===== config.mk =====
export PLATFORM = sky130hd
export DESIGN_NAME = touch_sample_filter_map_top
export DESIGN_NICKNAME = d
export VERILOG_FILES = /design/src/rtl/tsfm_pkg.sv /design/src/rtl/tsfm_front.sv /design/src/rtl/tsfm_queue.sv /design/src/rtl/tsfm_axis.sv /design/src/rtl/tsfm_back.sv /design/src/rtl/touch_sample_filter_map_top.sv
export SDC_FILE = /design/constraint.sdc
export NUM_CORES = 2
export LEC_CHECK = 0
export BUFFER_PORTS_ARGS = -buffer_cell sky130_fd_sc_hd__buf_2
export CAP_MARGIN = 20
export CORE_MARGIN = 4
export CORE_UTILIZATION = 45
export DETAILED_ROUTE_END_ITERATION = 8
export GPL_ROUTABILITY_DRIVEN = 0
export GPL_TIMING_DRIVEN = 0
export PLACE_DENSITY_LB_ADDON = 0.3
export SLEW_MARGIN = 20
export SYNTH_ARGS = -nofsm -noshare
export SYNTH_HDL_FRONTEND = slang
export SYNTH_SLANG_ARGS = --single-unit

===== constraint.sdc =====
create_clock -name clk -period 7.7 [get_ports clk]
set_clock_uncertainty 0.15 [all_clocks]
set_input_delay 0 -clock clk [delete_from_list [all_inputs] [get_ports clk]]
set_output_delay 0 -clock clk [all_outputs]
set_load 0.02 [all_outputs]

===== src/rtl/tsfm_pkg.sv =====
// Shared types, constants and register map of the touch sample filter and mapper.
package tsfm_pkg;

  localparam int RawW     = 12;
  localparam int CoordW   = 12;
  localparam int PressW   = 13;
  localparam int ProdW    = RawW + CoordW;
  localparam int DivSteps = ProdW;
  localparam int StepCntW = $clog2(DivSteps);

  localparam int QueueDepth = 2;

  localparam int CfgIdxW  = 3;
  localparam int CfgDataW = 13;

  localparam logic [RawW-1:0] FullScale = 12'd4095;

  // register map
  localparam logic [CfgIdxW-1:0] RegXRawLeft          = 3'd0;
  localparam logic [CfgIdxW-1:0] RegXRawRight         = 3'd1;
  localparam logic [CfgIdxW-1:0] RegYRawTop           = 3'd2;
  localparam logic [CfgIdxW-1:0] RegYRawBottom        = 3'd3;
  localparam logic [CfgIdxW-1:0] RegScreenWidth       = 3'd4;
  localparam logic [CfgIdxW-1:0] RegScreenHeight      = 3'd5;
  localparam logic [CfgIdxW-1:0] RegPressureThreshold = 3'd6;

  typedef struct packed {
    logic [RawW-1:0]   pressure_one;
    logic [RawW-1:0]   pressure_two;
    logic [RawW-1:0]   x_first;
    logic [RawW-1:0]   x_second;
    logic [RawW-1:0]   x_third;
    logic [RawW-1:0]   y_first;
    logic [RawW-1:0]   y_second;
    logic [RawW-1:0]   y_third;
  } sample_t;

  typedef struct packed {
    logic [CoordW-1:0] screen_x;
    logic [CoordW-1:0] screen_y;
    logic [PressW-1:0] pressure;
    logic              touched;
  } result_t;

  typedef struct packed {
    logic [RawW-1:0]   x_raw_left;
    logic [RawW-1:0]   x_raw_right;
    logic [RawW-1:0]   y_raw_top;
    logic [RawW-1:0]   y_raw_bottom;
    logic [CoordW-1:0] screen_width;
    logic [CoordW-1:0] screen_height;
    logic [PressW-1:0] pressure_threshold;
  } cfg_t;

  localparam cfg_t CfgReset = '{
    x_raw_left:         12'd245,
    x_raw_right:        12'd3970,
    y_raw_top:          12'd3870,
    y_raw_bottom:       12'd310,
    screen_width:       12'd480,
    screen_height:      12'd320,
    pressure_threshold: 13'd300
  };

  // one classified sample set, waiting for the mapper
  typedef struct packed {
    logic [RawW-1:0]   held_x;
    logic [RawW-1:0]   held_y;
    logic [PressW-1:0] pressure;
    logic              touched;
  } job_t;

  typedef struct packed {
    logic load;
    logic mul;
    logic step;
  } axis_ctrl_t;

  typedef enum logic [1:0] {
    BK_IDLE,
    BK_MUL,
    BK_DIV,
    BK_OUT
  } back_state_t;

endpackage


===== src/rtl/tsfm_front.sv =====
// Front end: pressure, touch decision, closest-pair filter and held raw position.
module tsfm_front import tsfm_pkg::*; (
  input  logic              clk,
  input  logic              rst,
  input  logic              sample_valid,
  output logic              sample_ready,
  input  sample_t           sample,
  input  logic [PressW-1:0] pressure_threshold,
  input  logic              q_full,
  output logic              q_push,
  output job_t              q_data
);

  function automatic logic [RawW-1:0] pair_avg(input logic [RawW-1:0] a,
                                               input logic [RawW-1:0] b,
                                               input logic [RawW-1:0] c);
    logic [RawW-1:0] d_ab;
    logic [RawW-1:0] d_ac;
    logic [RawW-1:0] d_bc;
    logic [RawW:0]   s;
    d_ab = (a > b) ? a - b : b - a;
    d_ac = (a > c) ? a - c : c - a;
    d_bc = (b > c) ? b - c : c - b;
    // ties go to first/second, then first/third
    if (d_ab <= d_ac && d_ab <= d_bc) begin
      s = {1'b0, a} + {1'b0, b};
    end else if (d_ac <= d_ab && d_ac <= d_bc) begin
      s = {1'b0, a} + {1'b0, c};
    end else begin
      s = {1'b0, b} + {1'b0, c};
    end
    return s[RawW:1];
  endfunction

  logic [RawW-1:0]   held_x;
  logic [RawW-1:0]   held_y;
  logic [RawW-1:0]   held_x_next;
  logic [RawW-1:0]   held_y_next;
  logic [PressW-1:0] press;
  logic              touch;
  logic              accept;

  // Z1 + 4095 - Z2 can never go below zero
  assign press = {1'b0, sample.pressure_one} + {1'b0, FullScale}
               - {1'b0, sample.pressure_two};
  assign touch = press >= pressure_threshold;

  assign sample_ready = !q_full;
  assign accept       = sample_valid && sample_ready;

  always_comb begin
    held_x_next = held_x;
    held_y_next = held_y;
    if (accept && touch) begin
      held_x_next = pair_avg(sample.x_first, sample.x_second, sample.x_third);
      held_y_next = pair_avg(sample.y_first, sample.y_second, sample.y_third);
    end
  end

  always_ff @(posedge clk) begin
    if (rst) begin
      held_x <= '0;
      held_y <= '0;
    end else begin
      held_x <= held_x_next;
      held_y <= held_y_next;
    end
  end

  assign q_push          = accept;
  assign q_data.held_x   = held_x_next;
  assign q_data.held_y   = held_y_next;
  assign q_data.pressure = touch ? press : '0;
  assign q_data.touched  = touch;

endmodule


===== src/rtl/tsfm_queue.sv =====
// Short register queue between the front end and the mapper.
module tsfm_queue import tsfm_pkg::*; #(
  parameter int DEPTH = QueueDepth
) (
  input  logic clk,
  input  logic rst,
  input  logic push,
  input  job_t push_data,
  output logic full,
  input  logic pop,
  output job_t pop_data,
  output logic empty
);

  localparam int PtrW = $clog2(DEPTH);
  localparam int CntW = $clog2(DEPTH + 1);

  job_t            entries [DEPTH];
  logic [PtrW-1:0] wr_ptr;
  logic [PtrW-1:0] rd_ptr;
  logic [CntW-1:0] count;

  assign full     = count == CntW'(DEPTH);
  assign empty    = count == '0;
  assign pop_data = entries[rd_ptr];

  always_ff @(posedge clk) begin
    if (rst) begin
      wr_ptr <= '0;
      rd_ptr <= '0;
      count  <= '0;
    end else begin
      if (push) begin
        wr_ptr <= (wr_ptr == PtrW'(DEPTH - 1)) ? '0 : wr_ptr + 1'b1;
      end
      if (pop) begin
        rd_ptr <= (rd_ptr == PtrW'(DEPTH - 1)) ? '0 : rd_ptr + 1'b1;
      end
      case ({push, pop})
        2'b10:   count <= count + 1'b1;
        2'b01:   count <= count - 1'b1;
        default: count <= count;
      endcase
    end
  end

  always_ff @(posedge clk) begin
    if (push) begin
      entries[wr_ptr] <= push_data;
    end
  end

endmodule


===== src/rtl/tsfm_axis.sv =====
// One axis of the mapper: multiply, restoring divide one bit a cycle, clamp.
module tsfm_axis import tsfm_pkg::*; (
  input  logic              clk,
  input  axis_ctrl_t        ctrl,
  input  logic [RawW-1:0]   raw,
  input  logic [RawW-1:0]   lo,
  input  logic [RawW-1:0]   hi,
  input  logic [CoordW-1:0] size,
  output logic [CoordW-1:0] coord
);

  logic [RawW:0]     diff;
  logic [RawW:0]     span;
  logic [RawW:0]     diff_abs;
  logic [RawW:0]     span_abs;
  logic [RawW:0]     trial;
  logic [RawW:0]     trial_sub;
  logic              fits;

  logic [RawW-1:0]   diff_mag;
  logic [RawW-1:0]   span_mag;
  logic [CoordW-1:0] size_q;
  logic              neg;
  logic              flat;
  logic [ProdW-1:0]  quo;
  logic [RawW-1:0]   rem;

  assign diff     = {1'b0, raw} - {1'b0, lo};
  assign span     = {1'b0, hi} - {1'b0, lo};
  assign diff_abs = diff[RawW] ? -diff : diff;
  assign span_abs = span[RawW] ? -span : span;

  assign trial     = {rem, quo[ProdW-1]};
  assign fits      = trial >= {1'b0, span_mag};
  assign trial_sub = trial - {1'b0, span_mag};

  always_ff @(posedge clk) begin
    if (ctrl.load) begin
      diff_mag <= diff_abs[RawW-1:0];
      span_mag <= span_abs[RawW-1:0];
      neg      <= diff[RawW] ^ span[RawW];
      flat     <= span == '0;
      size_q   <= size;
    end
    if (ctrl.mul) begin
      quo <= ProdW'(diff_mag) * ProdW'(size_q);
      rem <= '0;
    end
    if (ctrl.step) begin
      rem <= fits ? trial_sub[RawW-1:0] : trial[RawW-1:0];
      quo <= {quo[ProdW-2:0], fits};
    end
  end

  // a negative quotient truncates to zero or below, so it clamps to zero
  always_comb begin
    if (flat || neg) begin
      coord = '0;
    end else if (quo > ProdW'(size_q)) begin
      coord = size_q;
    end else begin
      coord = quo[CoordW-1:0];
    end
  end

endmodule


===== src/rtl/tsfm_back.sv =====
// Back end: sequencer for both axis units and the result register.
module tsfm_back import tsfm_pkg::*; (
  input  logic    clk,
  input  logic    rst,
  input  cfg_t    cfg,
  input  logic    q_empty,
  output logic    q_pop,
  input  job_t    q_data,
  output logic    result_valid,
  input  logic    result_ready,
  output result_t result
);

  back_state_t         state;
  back_state_t         state_next;
  logic [StepCntW-1:0] count;
  axis_ctrl_t          ctrl;
  logic                out_load;
  logic [PressW-1:0]   press_q;
  logic                touched_q;
  logic [CoordW-1:0]   coord_x;
  logic [CoordW-1:0]   coord_y;

  tsfm_axis u_axis_x (
    .clk   (clk),
    .ctrl  (ctrl),
    .raw   (q_data.held_x),
    .lo    (cfg.x_raw_left),
    .hi    (cfg.x_raw_right),
    .size  (cfg.screen_width),
    .coord (coord_x)
  );

  tsfm_axis u_axis_y (
    .clk   (clk),
    .ctrl  (ctrl),
    .raw   (q_data.held_y),
    .lo    (cfg.y_raw_top),
    .hi    (cfg.y_raw_bottom),
    .size  (cfg.screen_height),
    .coord (coord_y)
  );

  always_comb begin
    state_next = state;
    q_pop      = 1'b0;
    ctrl       = '0;
    out_load   = 1'b0;
    case (state)
      BK_IDLE: begin
        if (!q_empty) begin
          q_pop      = 1'b1;
          ctrl.load  = 1'b1;
          state_next = BK_MUL;
        end
      end
      BK_MUL: begin
        ctrl.mul   = 1'b1;
        state_next = BK_DIV;
      end
      BK_DIV: begin
        ctrl.step = 1'b1;
        if (count == StepCntW'(DivSteps - 1)) begin
          state_next = BK_OUT;
        end
      end
      BK_OUT: begin
        // wait for the result register to free up
        if (!result_valid || result_ready) begin
          out_load   = 1'b1;
          state_next = BK_IDLE;
        end
      end
      default: begin
        state_next = BK_IDLE;
      end
    endcase
  end

  always_ff @(posedge clk) begin
    if (rst) begin
      state        <= BK_IDLE;
      count        <= '0;
      result_valid <= 1'b0;
    end else begin
      state <= state_next;
      if (state == BK_DIV) begin
        count <= (count == StepCntW'(DivSteps - 1)) ? '0 : count + 1'b1;
      end
      if (out_load) begin
        result_valid <= 1'b1;
      end else if (result_ready) begin
        result_valid <= 1'b0;
      end
    end
  end

  always_ff @(posedge clk) begin
    if (q_pop) begin
      press_q   <= q_data.pressure;
      touched_q <= q_data.touched;
    end
    if (out_load) begin
      result.screen_x <= coord_x;
      result.screen_y <= coord_y;
      result.pressure <= press_q;
      result.touched  <= touched_q;
    end
  end

endmodule


===== src/rtl/touch_sample_filter_map_top.sv =====
// Touch sample filter and screen mapper: top level with configuration registers.
// Each sample set yields one beat carrying pressure, touch flag and the held position
// mapped to screen coordinates. The front end takes a sample set in the cycle it
// arrives, as long as the queue (QUEUE_DEPTH entries) has room; the mapper then
// loads the set, runs the multiply and then the bit-per-cycle divider shared by
// nothing but its own axis, and hands the beat to the result register, waiting
// while the previous beat is not yet taken. The mapper works on one set at a time,
// so later sets wait in the queue until it is done. Write configuration only while
// no sample set is in flight.
module touch_sample_filter_map_top import tsfm_pkg::*; #(
  parameter int QUEUE_DEPTH = QueueDepth
) (
  input  logic                clk,
  input  logic                rst,
  input  logic                sample_valid,
  output logic                sample_ready,
  input  sample_t             sample,
  output logic                result_valid,
  input  logic                result_ready,
  output result_t             result,
  input  logic                cfg_we,
  input  logic [CfgIdxW-1:0]  cfg_index,
  input  logic [CfgDataW-1:0] cfg_data
);

  cfg_t cfg;
  logic q_full;
  logic q_empty;
  logic q_push;
  logic q_pop;
  job_t q_wdata;
  job_t q_rdata;

  always_ff @(posedge clk) begin
    if (rst) begin
      cfg <= CfgReset;
    end else if (cfg_we) begin
      case (cfg_index)
        RegXRawLeft:          cfg.x_raw_left         <= cfg_data[RawW-1:0];
        RegXRawRight:         cfg.x_raw_right        <= cfg_data[RawW-1:0];
        RegYRawTop:           cfg.y_raw_top          <= cfg_data[RawW-1:0];
        RegYRawBottom:        cfg.y_raw_bottom       <= cfg_data[RawW-1:0];
        RegScreenWidth:       cfg.screen_width       <= cfg_data[CoordW-1:0];
        RegScreenHeight:      cfg.screen_height      <= cfg_data[CoordW-1:0];
        RegPressureThreshold: cfg.pressure_threshold <= cfg_data[PressW-1:0];
        default: ;
      endcase
    end
  end

  tsfm_front u_front (
    .clk                (clk),
    .rst                (rst),
    .sample_valid       (sample_valid),
    .sample_ready       (sample_ready),
    .sample             (sample),
    .pressure_threshold (cfg.pressure_threshold),
    .q_full             (q_full),
    .q_push             (q_push),
    .q_data             (q_wdata)
  );

  tsfm_queue #(
    .DEPTH (QUEUE_DEPTH)
  ) u_queue (
    .clk       (clk),
    .rst       (rst),
    .push      (q_push),
    .push_data (q_wdata),
    .full      (q_full),
    .pop       (q_pop),
    .pop_data  (q_rdata),
    .empty     (q_empty)
  );

  tsfm_back u_back (
    .clk          (clk),
    .rst          (rst),
    .cfg          (cfg),
    .q_empty      (q_empty),
    .q_pop        (q_pop),
    .q_data       (q_rdata),
    .result_valid (result_valid),
    .result_ready (result_ready),
    .result       (result)
  );

`ifndef NO_ASSERTIONS
  a_press_flag: assert property (@(posedge clk) disable iff (rst)
    result_valid |-> (result.touched ? (result.pressure >= cfg.pressure_threshold)
                                     : (result.pressure == '0)))
    else $error("pressure and touch flag disagree");

  a_clamp: assert property (@(posedge clk) disable iff (rst)
    result_valid |-> (result.screen_x <= cfg.screen_width &&
                      result.screen_y <= cfg.screen_height))
    else $error("coordinate beyond screen size");

  a_reset_quiet: assert property (@(posedge clk)
    $past(rst) |-> !result_valid)
    else $error("result beat straight after reset");
`endif

endmodule

==> flow_summary.toml <==
[critical_path]
cp.required_ps = 7850
cp-end-kind = "register"
critPathLaunchType = "primary input"
crit_slowest_cell = "fa_1"
cp_max_fo = 10
slowest_delay_ps = 480
timing.critical_path.arrival_ps = 7480
worstSetupPathType = "in2reg"
crit_path_frequent_cell = "a21oi_1"

[clock_network]
numCtsBuffers = 43
clockRootBuffer = "clkbuf_16"
clkLatencyLatePin_ps = 590
clock_sinks = 398
clockBufferDepth = 3
htreeDepth = 2
cts_tree = "done"
clk_pin_slew_ps = 60

[placed_design]
portBuffers = 153
postPlaceCellArea_um2 = 41100
dp_hpwl_um = 82500
pre_cts_ws_ps = -1060

[route]
drt_wl_total_um = 102000
remaining_drc_errors = 0
viasPerCell = 5.35
first_pass_iters = 5
drtAntennaViolNets = 0
wire_per_inst_um = 18.0
vias = 30400
drt_iter0_drc = 1690

[yosys]
syn_area_per_cell_um2 = 9.15
yosysMostFrequentCell = "nand2_1"
ys_async_sr_fraction_pct = 0
synth-xor-area-share_pct = 5.18
synth_compound_area_share_pct = 13.7
ys.warnings.count = 0
ys_ff_latch = 398
synth_edf_count = 276
synth.top_cell.area_share_pct = 21.4
syn_inst = 4233
synth-simple-area-share_pct = 14.6
synth_area_um2 = 38700
synth_fa_ha_area_share_pct = 27.9
synthTopCellsByArea = "edfxtp_1 21%, ha_1 16%, fa_1 12%"
yosys-top-cells-count = "557 x nand2_1, 526 x inv_1, 508 x ha_1"
syn-num-nets = 5081
seq_area_frac_synth_pct = 27.7
synthFlopType = "edfxtp_1"
ys_types = 90
muxShareOfSynthArea_pct = 4.18
synth.largest_area_cell = "edfxtp_1"
synth_top_family_by_area = "adder cells"

[job]
drv_cap = 0

[timing]
hold_viol = 0
slew_viol_final = 0
fmax_mhz = 137
worst_pin_slew_ps = 907
fin_crit_ps = 7320
finalSetupTns_ps = 0
layout_setup_ws_ps = 375
finalSetupViolations = 0
maxSlewHeadroom_pct = 39.1
period_share_pct = 95.1

[floorplan]
design.core.area_um2 = 85300
fp.dieH_um = 301
start_util_pct = 45.4
num_rows = 107
ios = 157
die_x_um = 301
die-area_um2 = 90900

[worst_hold_path]
hold_path_class = "in2reg"

[grt]
antenna_found_initial = 12
grt_use_total_pct = 22.2
grt_pass1_wl_um = 161000
gr-total-overflow = 0
grt_pass1_vias = 30300
grt_max_degree = 55

[cells_and_area]
area.growth.synth_to_final_pct = 11.7
fin_util_pct = 50.7
fin_area_um2 = 43300
fillers = 7906
fin_nets = 5347
drive_gt1_share_pct = 8.14

[status]
outcome = "completed"
## worst max-delay path: cells and delay by family
kind            cells  cell delay (ps)
compound gates     23             4750
xor+xnor            2              260
fa+ha+maj           3             1210
buf+inv             3              690
mux                 1              370
simple gates        1              150
## timing repair
item                                    CTS  global route
setup buffers                             2             2
resized for setup                         5            14
hold endpoints to repair                156             0
endpoints found under the setup margin   16            30
pin swaps                                 1             4
hold buffers                             58             0
## metal layers
metal  global-route usage, %  wire (um)  up-vias
li1                        -          -    14900
met4                    6.14       2600        6
met1                    29.4      44500    14500
met3                    3.25       6300      147
met5                       0         41        -
met2                    38.1      48700      797
## kinds of logic (layout without fill, tap and decap cells)
family                   after synthesis  after routing
buffers and inverters                680            981
flip-flops                           398            398
AO/OA/AOI/OAI                        840            840
adder cells (fa/ha/maj)              731            731
other                                  0              9
multiplexers                         153            153
XOR/XNOR                             229            229
AND/OR/NAND/NOR                     1202           1202
## stage by stage
stage                     instances  hold slack [ps]
final                          5687             26.4
after global routing           5681             64.8
after CTS                      5677             7.57
after detailed placement       5537              114
after global placement         5530              105
after floorplan                4233            -32.2
## flip-flops by register name, indices dropped and copies added (netlist names), 2 cells and up, named ones only
name                      flops
cfg                          85
u_queue.entries              76
u_back.result                38
u_back.u_axis_x.quo          24
u_back.u_axis_y.quo          24
u_back.press_q               13
u_back.u_axis_x.diff_mag     12
u_back.u_axis_x.rem          12
u_back.u_axis_x.size_q       12
u_back.u_axis_x.span_mag     12
u_back.u_axis_y.diff_mag     12
u_back.u_axis_y.rem          12
u_back.u_axis_y.size_q       12
u_back.u_axis_y.span_mag     12
u_front.held_x               12
u_front.held_y               12
u_back.count                  5
u_back.state                  2
u_queue.count                 2
## final cells by class
cell class,count,area (um2),share of cell area (%)
multi-input combinational,3155,25500,58.9
inverter,535,2010,4.64
timing repair buffer,222,1530,3.54
clock buffer,58,1210,2.80
sequential,398,10700,24.8
tap,1144,1430,3.31
clock inverter,22,241,0.558
antenna,9,22.5,0.0520
buffer,144,603,1.39
## worst paths after layout
| kind | to | cells past startpoint | start | slack (ps) |
|---|---|---|---|---|
| setup reg to reg | u_back.u_axis_x.quo[21] | 21 | u_back.u_axis_x.size_q[5] | 740 |
| hold / removal | u_queue.entries[1][4] | 5 | sample[75] | 30 |
| hold reg to reg | u_back.result[5] | 0 | u_back.press_q[4] | 270 |
| setup / recovery | u_queue.entries[0][23] | 33 | sample[1] | 380 |
## layout by cell type (no fill, tap or decap), types with 9 or more instances in the layout
master / netlist / layout
nand4_1: 44 / 44
a211o_1: 21 / 21
or3_1: 28 / 28
and2_1: 102 / 102
nand2_1: 557 / 557
nand2b_1: 33 / 33
nor2b_1: 77 / 75
dfxtp_1: 122 / 122
fa_1: 223 / 222
xnor2_1: 163 / 162
nand3_1: 40 / 40
diode_2: 0 / 9
dlygate4sd3_1: 0 / 58
a21boi_1: 10 / 10
o21ai_0: 129 / 127
mux2i_1: 86 / 85
ha_1: 508 / 507
mux2_2: 62 / 62
a31oi_1: 19 / 18
clkbuf_1: 116 / 119
a21o_1: 108 / 108
nor2_1: 192 / 191
o21a_1: 28 / 28
inv_1: 526 / 526
o21ai_1: 59 / 61
clkbuf_16: 0 / 44
buf_1: 9 / 9
nand3b_1: 32 / 32
o31ai_1: 22 / 22
a211oi_1: 24 / 24
o21bai_1: 42 / 42
xor2_1: 66 / 66
buf_2: 17 / 170
a21oi_1: 281 / 279
nor3_1: 46 / 46
edfxtp_1: 276 / 276
o211ai_1: 12 / 12
Power is left out: the tool's default activity adds up to more than one toggle a clock period on the data nets, which glitch-free logic cannot reach.
